**src/hdl/imu_snp_packet_parser_defines.svh**
```systemverilog
// assertion macros for the snp packet parser
`ifndef IMU_SNP_PACKET_PARSER_DEFINES_SVH
`define IMU_SNP_PACKET_PARSER_DEFINES_SVH
// assert that a condition implies a consequence on the same edge
`define SNP_ASSERT_IMP(label, clk, rst_n, ante, cons) \
  label: assert property (@(posedge clk) disable iff (!rst_n) (ante) |-> (cons)) \
    else $error("assertion failed");
// assert that a condition implies a consequence on the next edge
`define SNP_ASSERT_NEXT(label, clk, rst_n, ante, cons) \
  label: assert property (@(posedge clk) disable iff (!rst_n) (ante) |=> (cons)) \
    else $error("assertion failed");
`endif

```
**src/hdl/snp_pkg.sv**
```systemverilog
// package of types and constants for the snp packet parser
`timescale 1ns / 1ps
`default_nettype none
package snp_pkg;
  localparam int unsigned BufferBytes   = 128;
  localparam int unsigned MaxBatchWords = 15;
  localparam logic [7:0] ChS = 8'h73;
  localparam logic [7:0] ChN = 8'h6e;
  localparam logic [7:0] ChP = 8'h70;
  localparam logic [7:0] TypeHasData = 8'h80;
  localparam logic [7:0] TypeBatch   = 8'h40;
  localparam logic [3:0] CountMask   = 4'hF;
  localparam int unsigned MaxResults = 64;
  // checksum seed: sum of the three header characters
  localparam logic [15:0] HdrSum = 16'(ChS) + 16'(ChN) + 16'(ChP);

  typedef enum logic [1:0] {
    EV_READY    = 2'd0,
    EV_GARBAGE  = 2'd1,
    EV_BAD_TYPE = 2'd2,
    EV_CSUM     = 2'd3
  } event_e;

  typedef enum logic [4:0] {
    ST_IDLE, ST_TRIM_RD, ST_TRIM_CHK, ST_WRITE, ST_START,
    ST_SCAN_RD, ST_SCAN_CHK, ST_HDR_RD, ST_HDR_CHK, ST_SUM_RD, ST_SUM_ACC,
    ST_CK_RD, ST_CK_CMP, ST_WD_RD, ST_WD_ACC, ST_EMIT, ST_FLUSH
  } state_e;

  typedef struct packed {
    logic [1:0]  event_res;
    logic [7:0]  reg_address;
    logic [7:0]  type_byte;
    logic [5:0]  payload_bytes;
    logic [31:0] data_word;
    logic [3:0]  word_index;
    logic        last;
  } result_t;
endpackage
`default_nettype wire

```
**src/hdl/snp_if.sv**
```systemverilog
// valid/ready stream interface
`timescale 1ns / 1ps
`default_nettype none
interface snp_if #(parameter type payload_t = logic [7:0]);
  logic     valid;
  logic     ready;
  payload_t data;
  modport source (output valid, output data, input ready);
  modport sink (input valid, input data, output ready);
endinterface
`default_nettype wire

```
**src/hdl/snp_ring.sv**
```systemverilog
// ring buffer memory holding received bytes with registered read
`timescale 1ns / 1ps
`default_nettype none
module snp_ring #(
  parameter int unsigned Depth = snp_pkg::BufferBytes,
  localparam int unsigned AW = $clog2(Depth)
) (
  input  wire logic          clk_i,
  input  wire logic          we_i,
  input  wire logic [AW-1:0] waddr_i,
  input  wire logic [7:0]    wdata_i,
  input  wire logic [AW-1:0] raddr_i,
  output logic      [7:0]    rdata_o
);
  logic [7:0] mem [Depth];
  always_ff @(posedge clk_i) begin
    if (we_i) mem[waddr_i] <= wdata_i;
    rdata_o <= mem[raddr_i];
  end
endmodule
`default_nettype wire

```
**src/hdl/imu_snp_packet_parser.sv**
```systemverilog
// top level of the snp packet parser: sequencer around a byte ring and one checksum adder
//
// snp packet parser. Each transfer on rx carries one byte; it is stored in a
// ring buffer of BUFFER_BYTES entries (a head index plus a fill count, so
// dropping bytes from the front only moves the head, and no clearing pass is
// needed after reset). rx is ready only while the sequencer is idle. A byte
// is accepted, written and then starts a parse run; a full buffer is first
// trimmed to a trailing "sn" or "s". Every parse run reads the ring through
// its single registered read port, a read state and a check state per byte:
// the header search examines positions from the front, then the type and
// address are read, the checksum pass sums the payload and compares the two
// checksum bytes, and a ready packet is read again to assemble its words.
// Each result passes through an emit state, a run restarts from the start
// state, and the step ends with a flush state that releases the final result
// with last set. A step may chain several runs (up to 64 results), and a
// stalled result side holds the step back, since one result is held back to
// learn whether it is the last and only one more fits in the output register.
`timescale 1ns / 1ps
`default_nettype none
`include "imu_snp_packet_parser_defines.svh"
module imu_snp_packet_parser #(
  parameter int unsigned BUFFER_BYTES    = snp_pkg::BufferBytes,
  parameter int unsigned MAX_BATCH_WORDS = snp_pkg::MaxBatchWords
) (
  input wire logic clk_i,
  input wire logic rst_ni,
  snp_if.sink      rx,
  snp_if.source    res
);
  localparam int unsigned AW = $clog2(BUFFER_BYTES);
  localparam int unsigned CW = $clog2(BUFFER_BYTES + 1);
  localparam logic [6:0] MaxDlen = 7'(4 * MAX_BATCH_WORDS);

  snp_pkg::state_e state_q, state_d;
  snp_pkg::state_e after_q, after_d;   // where to go once a result is parked
  logic [AW-1:0] head_q, head_d;
  logic [CW-1:0] fill_q, fill_d;
  logic [CW-1:0] pos_q, pos_d;       // byte offset from the head
  logic [1:0]    sub_q, sub_d;       // byte within checksum / word
  logic [7:0]    b0_q, b0_d, b1_q, b1_d;
  logic [7:0]    typ_q, typ_d, addr_q, addr_d;
  logic [6:0]    dlen_q, dlen_d;
  logic [15:0]   sum_q, sum_d;
  logic [31:0]   word_q, word_d;
  logic [3:0]    widx_q, widx_d;
  logic [6:0]    nres_q, nres_d;     // results in this step
  logic [7:0]    rxb_q, rxb_d;
  snp_pkg::result_t out_q, out_d;
  logic          ovalid_q, ovalid_d;
  logic          pend_q, pend_d;     // a result held back for the last flag
  snp_pkg::result_t pres_q, pres_d;
  snp_pkg::result_t new_q, new_d;    // freshly produced result

  logic          we;
  logic [AW-1:0] waddr, raddr;
  logic [7:0]    wdata, rdata;

  snp_ring #(.Depth(BUFFER_BYTES)) u_ring (
    .clk_i, .we_i(we), .waddr_i(waddr), .wdata_i(wdata),
    .raddr_i(raddr), .rdata_o(rdata)
  );

  function automatic logic [AW-1:0] wrap(input logic [AW-1:0] h, input logic [CW-1:0] off);
    logic [CW:0] s;
    s = {1'b0, CW'(h)} + {1'b0, off};
    if (s >= (CW+1)'(BUFFER_BYTES)) s = s - (CW+1)'(BUFFER_BYTES);
    return s[AW-1:0];
  endfunction

  // shared adder for the byte-sum checksum
  logic [15:0] add_y;
  assign add_y = sum_q + 16'(rdata);

  // decode of the type byte
  logic [3:0] cnt;
  logic [6:0] dlen_c;
  logic       bad_type;
  assign cnt      = typ_q[5:2] & snp_pkg::CountMask;
  assign dlen_c   = !typ_q[7] ? 7'd0 : (typ_q[6] ? {1'b0, cnt, 2'b00} : 7'd4);
  assign bad_type = (typ_q[7] && typ_q[6] && cnt == 4'd0) || (dlen_c > MaxDlen);

  // conditions shared by the sequencer and the datapath
  logic          trim_full, hdr_hit, scan_end, pkt_short, sum_ok, no_room;
  logic          sum_end, last_word, out_free;
  logic [CW-1:0] keep_c;
  logic [6:0]    words_need;
  assign trim_full = fill_q == CW'(BUFFER_BYTES);
  assign hdr_hit   = pos_q >= CW'(2) && b0_q == snp_pkg::ChS && b1_q == snp_pkg::ChN &&
                     rdata == snp_pkg::ChP;
  assign scan_end  = pos_q == fill_q - CW'(1);
  // trailing "sn" or "s" survives a trim
  assign keep_c    = (b1_q == snp_pkg::ChS && rdata == snp_pkg::ChN) ? CW'(2) :
                     (rdata == snp_pkg::ChS) ? CW'(1) : '0;
  assign pkt_short = fill_q < CW'(7) + CW'(dlen_c);
  assign sum_end   = pos_q == CW'(4) + CW'(dlen_q);
  assign sum_ok    = {b0_q, rdata} == sum_q;
  assign words_need = (dlen_q == '0) ? 7'd1 : {2'b00, dlen_q[6:2]};
  assign no_room   = nres_q + words_need > 7'(snp_pkg::MaxResults);
  assign last_word = widx_q == 4'(dlen_q[6:2] - 5'd1);
  assign out_free  = !ovalid_q || res.ready;

  // ring ports
  assign we    = state_q == snp_pkg::ST_WRITE;
  assign waddr = wrap(head_q, fill_q);
  assign wdata = rxb_q;
  assign raddr = wrap(head_q, pos_q);

  always_ff @(posedge clk_i or negedge rst_ni) begin
    if (!rst_ni) begin
      state_q <= snp_pkg::ST_IDLE; after_q <= snp_pkg::ST_START;
      head_q <= '0; fill_q <= '0; ovalid_q <= 1'b0; pend_q <= 1'b0;
    end else begin
      state_q <= state_d; after_q <= after_d;
      head_q <= head_d; fill_q <= fill_d; ovalid_q <= ovalid_d; pend_q <= pend_d;
    end
  end
  always_ff @(posedge clk_i) begin
    pos_q <= pos_d; sub_q <= sub_d; b0_q <= b0_d; b1_q <= b1_d;
    typ_q <= typ_d; addr_q <= addr_d; dlen_q <= dlen_d; sum_q <= sum_d;
    word_q <= word_d; widx_q <= widx_d; rxb_q <= rxb_d; out_q <= out_d;
    pres_q <= pres_d; new_q <= new_d; nres_q <= nres_d;
  end

  // next state
  always_comb begin
    state_d = state_q;
    case (state_q)
      snp_pkg::ST_IDLE: begin
        if (rx.valid) state_d = trim_full ? snp_pkg::ST_TRIM_RD : snp_pkg::ST_WRITE;
      end
      snp_pkg::ST_TRIM_RD: state_d = snp_pkg::ST_TRIM_CHK;
      snp_pkg::ST_TRIM_CHK: begin
        state_d = (sub_q == 2'd0) ? snp_pkg::ST_TRIM_RD : snp_pkg::ST_WRITE;
      end
      snp_pkg::ST_WRITE: state_d = snp_pkg::ST_START;
      snp_pkg::ST_START: begin
        if (fill_q < CW'(3) || nres_q >= 7'(snp_pkg::MaxResults)) state_d = snp_pkg::ST_FLUSH;
        else state_d = snp_pkg::ST_SCAN_RD;
      end
      snp_pkg::ST_SCAN_RD: state_d = snp_pkg::ST_SCAN_CHK;
      snp_pkg::ST_SCAN_CHK: begin
        if (hdr_hit) begin
          if (pos_q != CW'(2)) state_d = snp_pkg::ST_EMIT;
          else if (fill_q < CW'(7)) state_d = snp_pkg::ST_FLUSH;
          else state_d = snp_pkg::ST_HDR_RD;
        end else if (scan_end) state_d = snp_pkg::ST_EMIT;
        else state_d = snp_pkg::ST_SCAN_RD;
      end
      snp_pkg::ST_HDR_RD: state_d = snp_pkg::ST_HDR_CHK;
      snp_pkg::ST_HDR_CHK: begin
        if (pos_q == CW'(3)) state_d = snp_pkg::ST_HDR_RD;
        else if (bad_type) state_d = snp_pkg::ST_EMIT;
        else if (pkt_short) state_d = snp_pkg::ST_FLUSH;
        else if (dlen_c == '0) state_d = snp_pkg::ST_CK_RD;
        else state_d = snp_pkg::ST_SUM_RD;
      end
      snp_pkg::ST_SUM_RD: state_d = snp_pkg::ST_SUM_ACC;
      snp_pkg::ST_SUM_ACC: state_d = sum_end ? snp_pkg::ST_CK_RD : snp_pkg::ST_SUM_RD;
      snp_pkg::ST_CK_RD: state_d = snp_pkg::ST_CK_CMP;
      snp_pkg::ST_CK_CMP: begin
        if (sub_q == 2'd0) state_d = snp_pkg::ST_CK_RD;
        else if (!sum_ok) state_d = snp_pkg::ST_EMIT;
        else if (no_room) state_d = snp_pkg::ST_FLUSH;
        else if (dlen_q == '0) state_d = snp_pkg::ST_EMIT;
        else state_d = snp_pkg::ST_WD_RD;
      end
      snp_pkg::ST_WD_RD: state_d = snp_pkg::ST_WD_ACC;
      snp_pkg::ST_WD_ACC: state_d = (sub_q == 2'd3) ? snp_pkg::ST_EMIT : snp_pkg::ST_WD_RD;
      snp_pkg::ST_EMIT: if (!pend_q || out_free) state_d = after_q;
      snp_pkg::ST_FLUSH: if (!pend_q || out_free) state_d = snp_pkg::ST_IDLE;
      default: state_d = snp_pkg::ST_IDLE;
    endcase
  end

  // datapath
  snp_pkg::result_t er;
  logic emit_go;

  assign rx.ready  = state_q == snp_pkg::ST_IDLE;
  assign res.valid = ovalid_q;
  assign res.data  = out_q;

  always_comb begin
    head_d = head_q; fill_d = fill_q; pos_d = pos_q; sub_d = sub_q;
    b0_d = b0_q; b1_d = b1_q; typ_d = typ_q; addr_d = addr_q; dlen_d = dlen_q;
    sum_d = sum_q; word_d = word_q; widx_d = widx_q; nres_d = nres_q;
    rxb_d = rxb_q; new_d = new_q; after_d = after_q;
    out_d = out_q; ovalid_d = ovalid_q && !res.ready;
    pres_d = pres_q; pend_d = pend_q;
    er = '0; emit_go = 1'b0;
    case (state_q)
      snp_pkg::ST_IDLE: begin
        rxb_d = rx.data;
        pos_d = fill_q - CW'(2);
        sub_d = '0;
      end
      snp_pkg::ST_TRIM_CHK: begin
        if (sub_q == 2'd0) begin
          b1_d = rdata; pos_d = pos_q + CW'(1); sub_d = 2'd1;
        end else begin
          head_d = wrap(head_q, fill_q - keep_c); fill_d = keep_c;
        end
      end
      snp_pkg::ST_WRITE: begin
        fill_d = fill_q + CW'(1); nres_d = '0;
      end
      snp_pkg::ST_START: begin
        pos_d = '0; sub_d = '0; sum_d = snp_pkg::HdrSum;
      end
      snp_pkg::ST_SCAN_CHK: begin
        // window of the last three bytes read
        b0_d = b1_q; b1_d = rdata;
        pos_d = pos_q + CW'(1);
        if (hdr_hit) begin
          if (pos_q != CW'(2)) begin
            // header further in: drop what lies before it
            head_d = wrap(head_q, pos_q - CW'(2)); fill_d = fill_q - (pos_q - CW'(2));
            er.event_res = snp_pkg::EV_GARBAGE; emit_go = 1'b1;
          end
        end else if (scan_end) begin
          head_d = wrap(head_q, fill_q - keep_c); fill_d = keep_c;
          er.event_res = snp_pkg::EV_GARBAGE; emit_go = 1'b1;
        end
      end
      snp_pkg::ST_HDR_CHK: begin
        sum_d = add_y;
        pos_d = pos_q + CW'(1);
        if (pos_q == CW'(3)) begin
          typ_d = rdata;
        end else begin
          addr_d = rdata; dlen_d = dlen_c;
          if (bad_type) begin
            head_d = wrap(head_q, CW'(1)); fill_d = fill_q - CW'(1);
            er.event_res = snp_pkg::EV_BAD_TYPE; emit_go = 1'b1;
          end
        end
      end
      snp_pkg::ST_SUM_ACC: begin
        sum_d = add_y; pos_d = pos_q + CW'(1);
      end
      snp_pkg::ST_CK_CMP: begin
        // checksum arrives high byte first
        pos_d = pos_q + CW'(1);
        if (sub_q == 2'd0) begin
          b0_d = rdata; sub_d = 2'd1;
        end else begin
          sub_d = 2'd0;
          if (!sum_ok) begin
            head_d = wrap(head_q, CW'(1)); fill_d = fill_q - CW'(1);
            er.event_res = snp_pkg::EV_CSUM; emit_go = 1'b1;
          end else if (no_room) begin
            // packet waits for the next byte
          end else if (dlen_q == '0) begin
            er.event_res = snp_pkg::EV_READY; er.reg_address = addr_q;
            er.type_byte = typ_q;
            head_d = wrap(head_q, CW'(7)); fill_d = fill_q - CW'(7);
            emit_go = 1'b1;
          end else begin
            pos_d = CW'(5); widx_d = '0;
          end
        end
      end
      snp_pkg::ST_WD_ACC: begin
        word_d = {word_q[23:0], rdata};
        pos_d = pos_q + CW'(1); sub_d = sub_q + 2'd1;
        if (sub_q == 2'd3) begin
          er.event_res = snp_pkg::EV_READY; er.reg_address = addr_q;
          er.type_byte = typ_q; er.payload_bytes = dlen_q[5:0];
          er.data_word = {word_q[23:0], rdata}; er.word_index = widx_q;
          widx_d = widx_q + 4'd1;
          if (last_word) begin
            head_d = wrap(head_q, CW'(7) + CW'(dlen_q));
            fill_d = fill_q - (CW'(7) + CW'(dlen_q));
          end
          emit_go = 1'b1;
        end
      end
      snp_pkg::ST_EMIT: begin
        // park the new result; the one parked before goes out without last
        if (!pend_q) begin
          pres_d = new_q; pend_d = 1'b1;
        end else if (out_free) begin
          out_d = pres_q; out_d.last = 1'b0; ovalid_d = 1'b1;
          pres_d = new_q;
        end
      end
      snp_pkg::ST_FLUSH: begin
        // end of step: the parked result is the final one
        if (pend_q && out_free) begin
          out_d = pres_q; out_d.last = 1'b1; ovalid_d = 1'b1; pend_d = 1'b0;
        end
      end
      default: ;
    endcase
    if (emit_go) begin
      new_d = er;
      nres_d = nres_q + 7'd1;
      after_d = (state_q == snp_pkg::ST_WD_ACC && !last_word) ? snp_pkg::ST_WD_RD
                                                              : snp_pkg::ST_START;
    end
  end

  `SNP_ASSERT_IMP(a_no_accept_busy, clk_i, rst_ni,
    state_q != snp_pkg::ST_IDLE, !rx.ready)
  `SNP_ASSERT_IMP(a_fill_bound, clk_i, rst_ni, 1'b1, fill_q <= CW'(BUFFER_BYTES))
  `SNP_ASSERT_NEXT(a_out_hold, clk_i, rst_ni, ovalid_q && !res.ready,
    ovalid_q && $stable(out_q))
endmodule
`default_nettype wire
```
**src/flat_wrapper.sv**
```systemverilog
// flat-port wrapper written by rule: the top's interface ports become plain ports
module imu_snp_packet_parser_flat 
#(
  parameter int unsigned BUFFER_BYTES    = snp_pkg::BufferBytes,
  parameter int unsigned MAX_BATCH_WORDS = snp_pkg::MaxBatchWords
)
  (clk_i, rst_ni, rx_valid, rx_data, rx_ready, res_valid, res_data, res_ready);
  snp_if rx_i ();
  snp_if res_i ();
  input wire logic clk_i;
  input wire logic rst_ni;
  input wire logic [$bits(rx_i.valid)-1:0] rx_valid;
  input wire logic [$bits(rx_i.data)-1:0] rx_data;
  output wire logic [$bits(rx_i.ready)-1:0] rx_ready;
  output wire logic [$bits(res_i.valid)-1:0] res_valid;
  output wire logic [$bits(res_i.data)-1:0] res_data;
  input wire logic [$bits(res_i.ready)-1:0] res_ready;
  assign rx_i.valid = rx_valid;
  assign rx_i.data = rx_data;
  assign rx_ready = rx_i.ready;
  assign res_valid = res_i.valid;
  assign res_data = res_i.data;
  assign res_i.ready = res_ready;
  imu_snp_packet_parser #(.BUFFER_BYTES(BUFFER_BYTES), .MAX_BATCH_WORDS(MAX_BATCH_WORDS)) u_core (.clk_i(clk_i), .rst_ni(rst_ni), .rx(rx_i), .res(res_i));
endmodule
```
**config.mk**
```make
export PLATFORM = sky130hd
export DESIGN_NAME = imu_snp_packet_parser_flat
export DESIGN_NICKNAME = d
export VERILOG_FILES = /design/src/hdl/snp_pkg.sv /design/src/hdl/snp_if.sv /design/src/hdl/snp_ring.sv /design/src/hdl/imu_snp_packet_parser.sv /design/src/flat_wrapper.sv
export VERILOG_INCLUDE_DIRS = /design/src /design/src/hdl
export SDC_FILE = /design/constraint.sdc
export NUM_CORES = 2
export LEC_CHECK = 0
export BUFFER_PORTS_ARGS = -buffer_cell sky130_fd_sc_hd__buf_2
export CORE_AREA = 2 2 372 227
export DETAILED_ROUTE_END_ITERATION = 8
export DIE_AREA = 0 0 374 229
export HOLD_SLACK_MARGIN = 0.05
export MAX_ROUTING_LAYER = met4
export PLACE_DENSITY = 0.86
export SYNTH_ARGS = -nofsm -noshare
export SYNTH_HDL_FRONTEND = slang
export SYNTH_SLANG_ARGS = --single-unit
export TNS_END_PERCENT = 20
```
**constraint.sdc**
```tcl
create_clock -name clk_i -period 9 [get_ports clk_i]
set_input_delay 0 -clock clk_i [delete_from_list [all_inputs] [get_ports clk_i]]
set_output_delay 0 -clock clk_i [all_outputs]
set_load 0.03 [all_outputs]
```
# After elaboration in Yosys (flattened, before gate mapping)
# Memory sizes are Yosys's and may differ from the RTL's. A register that Yosys moved wholly into a read port is not among the register bits.
# Index checks and enable logic that the tools add are counted.
[word_totals] regBits=125 latch_bits=0 mem_bits_rw=1024 mem_bits_ro=0 memories=1
[op_classes] addsub=32 mul=0 div_mod_pow=0 order_cmp=14 eq_ne=52 shift=0 muxes=106 bitwise_logic=1 reduce_logical=49
[memory_table] memory="u_core.u_ring.mem" depth=128 width=8 read_ports=1 rd_ports_with_merged_regs=1 write_ports=1 line_no="snp_ring.sv:15" rtl="logic [7:0] mem [Depth];"
[ops] operator="two-way mux 8 bit" n=24
[ops] operator="two-way mux 7 bit" n=22
[ops] operator="one-hot mux 5 bit (17 select lines)" n=1
[ops] operator="two-way mux 5 bit" n=14
[ops] operator="subtractor 7 x 1 -> 7 bit (second input constant)" n=7
[ops] operator="equality test 8 x 7 -> 1 bit (second input constant)" n=6
[ops] operator="one-hot mux 8 bit (2 select lines)" n=3
[ops] operator="one-hot mux 8 bit (6 select lines)" n=1
[ops] operator="adder 7 x 8 -> 9 bit" n=5
[ops] operator=">= comparator 9 x 8 -> 1 bit (second input constant)" n=5
[ops] operator="equality test 5 x 4 -> 1 bit (second input constant)" n=8
[ops] operator="one-hot mux 8 bit (5 select lines)" n=1
[ops] operator="one-hot mux 7 bit (5 select lines)" n=1
[ops] operator="one-hot mux 16 bit (2 select lines)" n=1
[ops] operator="two-way mux 4 bit" n=7
[ops] operator="adder 3 x 7 -> 8 bit (first input constant)" n=3
[ops] operator="subtractor 8 bit" n=3
[ops] operator="!= test 2 x 1 -> 1 bit (second input constant)" n=11
[ops] operator="AND reduction 11 bit" n=2
[ops] operator="equality test 5 x 3 -> 1 bit (second input constant)" n=4
[ops] operator="two-way mux 1 bit" n=18
[ops] operator="AND reduction 2 bit" n=9
[ops] operator="adder 16 x 8 -> 16 bit" n=1
[ops] operator="adder 8 x 1 -> 8 bit (second input constant)" n=2
[ops] operator="other kinds (54)" n=95

# Logic depth before layout (Yosys ltp)
[depth] ltp_word=10 ltp_mapped=16 depth_no_buf=16

# Modules after synthesis
# A second synthesis with hierarchy kept.
[hier_totals] cells_unflattened=2638 area_unflattened_um2=48854.4
[modules_own_cells] module="snp_ring" n_inst=1 cells_each=1635 area_each_um2=39660.5 seq_area_each_um2=30909.6
[modules_own_cells] module="imu_snp_packet_parser" n_inst=1 cells_each=1003 area_each_um2=9193.8 seq_area_each_um2=3368.2

# Worst setup path before layout
# OpenSTA, ideal clock, no wires.
[synth_path] kind="register to register" from="reg u_core.pos_q[1]" to="reg u_core.u_ring.rdata_o[0] (read register of u_core.u_ring.mem)" t_arrival_ns=3.614 slack_ns=5.265 stages_incl_launch_ff=10 path_buffers=3 synth_period_minus_slack_ns=3.735 cell_sequence="edfxtp_1 -> inv_1 -> fa_1 -> clkbuf_1 -> buf_1 -> clkbuf_1 -> mux4_2 -> mux4_2 -> mux4_2 -> mux2_2"
[synth_between] elab_chain_len=3
[synth_lines] element="from (decl)" line_no="imu_snp_packet_parser.sv:38" rtl="logic [CW-1:0] pos_q, pos_d;"
[synth_lines] element="from (signal assigned)" line_no="imu_snp_packet_parser.sv:118" rtl="pos_q <= pos_d; sub_q <= sub_d; b0_q <= b0_d; b1_q <= b1_d;"
[synth_lines] element="adder 7 x 8 -> 9 bit *" line_no="imu_snp_packet_parser.sv:65" rtl="s = {1'b0, CW'(h)} + {1'b0, off};"
[synth_lines] element=">= comparator 9 x 8 -> 1 bit / subtractor 7 x 1 -> 7 bit (equally long branches)" line_no="imu_snp_packet_parser.sv:66" rtl="if (s >= (CW+1)'(BUFFER_BYTES)) s = s - (CW+1)'(BUFFER_BYTES);"
[synth_lines] element="two-way mux 7 bit *" line_no="imu_snp_packet_parser.sv:66"
[synth_lines] element="to (decl)" line_no="snp_ring.sv:13" rtl="output logic [7:0] rdata_o"
# Mark *: on every way between the ends. The rest lies on a longest branch, timed or not.
# A chain may end at the register's enable or synchronous reset.

# Final worst setup path
[layout_path] from="reg u_core.pos_q[1]" to="reg u_core.u_ring.rdata_o[5] (read register of u_core.u_ring.mem)"
# The elaborated chain is that of the path after synthesis.

==> results.json <==
{
  "drtPass1Iterations": 6,
  "drcViolationCount": 0,
  "path_max_fanout": 140,
  "grt_pass1_vias": 27073,
  "drt_iter0_drc": 5364,
  "grt_util_met2_pct": 44.51,
  "drive_above_1_share_pct": 20.55,
  "cp-start-kind": "flip-flop",
  "num-nets-final": 2800,
  "synthesis.area_sq_mm": 0.04887,
  "outcome": "finished, final reports clean",
  "synth_ff_type": "edfxtp_1",
  "cap_violations": 0,
  "syn-num-nets": 2738,
  "cp-end-kind": "flip-flop",
  "path_class": "reg -> reg",
  "dp_hpwl_um": 81920,
  "setup_viol": 0,
  "yosys_warnings": 0,
  "clockBufferDepth": 3,
  "dieArea_sq_mm": 0.08565,
  "crit_family": "multiplexers",
  "synth_cell_types": 76,
  "slew_headroom_pct": 3.916,
  "fp.dieH_um": 229,
  "die_w_um": 374,
  "met1_usage_pct": 46.94,
  "start_util_pct": 59.31,
  "post_dp_cell_area_sq_mm": 0.05019,
  "synth_seq_cells": 1148,
  "busiest_layer": "met1",
  "grt_max_degree": 141,
  "synth_edf_count": 1117,
  "fin_crit_sh_pct": 60.19,
  "port_buffers": 21,
  "crit_slowest_cell": "fa_4",
  "htree_levels": 3,
  "io_pins": 22,
  "cp.buffers_inverters": 2,
  "overflow": 0,
  "utilization_pct": 65.13,
  "insertion_delay_ns": 0.77,
  "yosysTopAreaCell": "edfxtp_1",
  "routed_wl_um": 133700,
  "rows": 82,
  "timing.critical_path.mode_cell": "mux4_2",
  "arrival_ns": 6.00,
  "grt_pass1_wl_um": 192200,
  "via_per_inst": 7.166,
  "area_delta_synth_final_pct": 9.804,
  "rrSetupSlack_ns": 3.58,
  "dr_total_vias": 27812,
  "slew_viol_final": 0,
  "async_reset_ff_share_pct": 2.003,
  "yosys-top-cells-area": "edfxtp_1 (69%), mux4_2 (15%), ha_1 (2.0%)",
  "crit_required_ns": 9.59,
  "synthTopCellsByCount": "edfxtp_1 (1117), mux4_2 (336), nor2_1 (228)",
  "crit_cells": 7,
  "grtUsageTotal_pct": 32.60,
  "layout_min_cycle_time_ns": 5.417,
  "clock.fmax_mhz": 184.6,
  "cts_buffers": 97,
  "slowest_delay_ns": 1.51,
  "cts-root-buf": "clkbuf_16",
  "worstMarginPinSlew_ns": 1.441,
  "path_clk_slew_ns": 0.07,
  "cp-startpoint": "u_core.pos_q[1]$_DFFE_PP_",
  "hold_violations": 0,
  "synth_cells": 2640,
  "drtAntennaViolNets": 0,
  "cp_cell_sequence": "inv_1, fa_4, buf_12, mux4_2, mux4_2, mux4_2, mux2_2",
  "stdcell_area_sq_mm": 0.05366,
  "use_met3_pct": 11.88,
  "antenna_found_initial": 15,
  "globalplace.congestion": 1.035,
  "hold_class": "in -> reg",
  "crit_end": "u_core.u_ring.rdata_o[5]$_DFF_P_",
  "cts_resized": 0,
  "reg2reg_from": "u_core.pos_q[1]$_DFFE_PP_",
  "clock-sinks": 1148,
  "yosysTopAreaCellShare_pct": 68.64,
  "ys_seq_area_share_pct": 70.15,
  "setup_tns_ns": 0,
  "r2r_end": "u_core.u_ring.rdata_o[5]$_DFF_P_",
  "rr_worst_depth": 7,
  "fin_skew_ns": 0.09409,
  "core_area_sq_mm": 0.08239,
  "cts_tree": "done",
  "rsz0062_at_grt": "no",
  "syn_area_per_cell_sq_um": 18.51,
  "wl_per_cell_um": 34.44,
  "synth_most_common_cell": "edfxtp_1"
}
[registers in the layout, indices dropped and copies added, names as in the netlist]
signal / count
u_core.b0_q: 8
u_core.rxb_q: 8
u_core.res.data: 8
u_core.dlen_q: 4
u_core.pres_q: 7
u_core.after_q: 1
u_core.u_ring.mem: 1024
u_core.sub_q: 2
u_core.pend_q: 1
u_core.new_q: 7
u_core.sum_q: 16
u_core.widx_q: 4
u_core.nres_q: 7
u_core.fill_q: 8
u_core.typ_q: 6
u_core.head_q: 7
u_core.pos_q: 8
u_core.state_q: 5
u_core.u_ring.rdata_o: 8
u_core.res.valid: 1
u_core.b1_q: 8
[cell families after synthesis]
group,after synthesis,synth area share [%]
AO/OA/AOI/OAI,241,3.219
buffers and inverters,184,1.564
AND/OR/NAND/NOR,521,4.955
XOR/XNOR,108,1.951
multiplexers,352,15.84
flip-flops,1148,70.15
adder cells (fa/ha/maj),86,2.325
[final cells by class]
cell class | instances | area, sq um
antenna | 11 | 27.53
clock buffer | 116 | 2519
clock inverter | 59 | 669.4
fill | 5172 | 28730
inverter | 65 | 244.0
multi-input combinational | 1308 | 13870
sequential | 1148 | 34280
tap | 1092 | 1366
timing repair buffer | 82 | 683.2
[tightest hold or removal path: stages]
cell           delay, ns
dlygate4sd3_1       0.52
buf_2               0.10
nor2b_1             0.08
inv_1               0.08
nand2_1             0.06
[worst min path at each step]
stage	end	start	slack [ns]	depth (start not counted)
detailed placement	u_core.res.valid$_DFF_PN0_	rst_ni	0.08	1
global route	u_core.res.valid$_DFF_PN0_	res_ready	0.17	5
floorplan	u_core.after_q[0]$_DFFE_PN0P_	rst_ni	-0.30	0
finish	u_core.res.valid$_DFF_PN0_	res_ready	0.17	5
global placement	u_core.after_q[0]$_DFFE_PN0P_	rst_ni	0.07	1
CTS	u_core.res.valid$_DFF_PN0_	res_ready	0.13	5
[through the flow]
step | std cells | worst slack, ns | hold WS, ns
after floorplan | 2640 | 5.265 | -0.2956
final | 3881 | 3.583 | 0.1733
after CTS | 3869 | 3.659 | 0.1286
after detailed placement | 3673 | 3.721 | 0.08141
after global placement | 3673 | 3.783 | 0.07468
after global routing | 3880 | 3.509 | 0.1652
[per-layer routing]
layer  up-vias  share of wire, %
li1      10788                 -
met1     14292                38
met2      2425                44
met3       307                16
met4         0               2.7
met5         -                 0
[cell usage in the layout (no fill, tap or decap), drive strengths merged, types with 20 or more instances in the layout]
master       instances
a21oi               68
buf                 62
clkbuf             116
clkinv              43
dfrtp               23
dlygate4sd3         20
edfxtp            1117
ha                  78
inv                 68
mux4               336
nand2              106
nand3               43
nor2               229
nor2b               23
nor3                23
o21ai               55
xnor2               60
xor2                48
[repair_timing]
item                                   in CTS  in global routing
endpoints found under the hold margin      36                  0
setup buffers                               0                  0
hold buffers                               21                  0
Power is not shown: default switching activity piles up to over one toggle a cycle in this logic, so the estimate is an artifact.
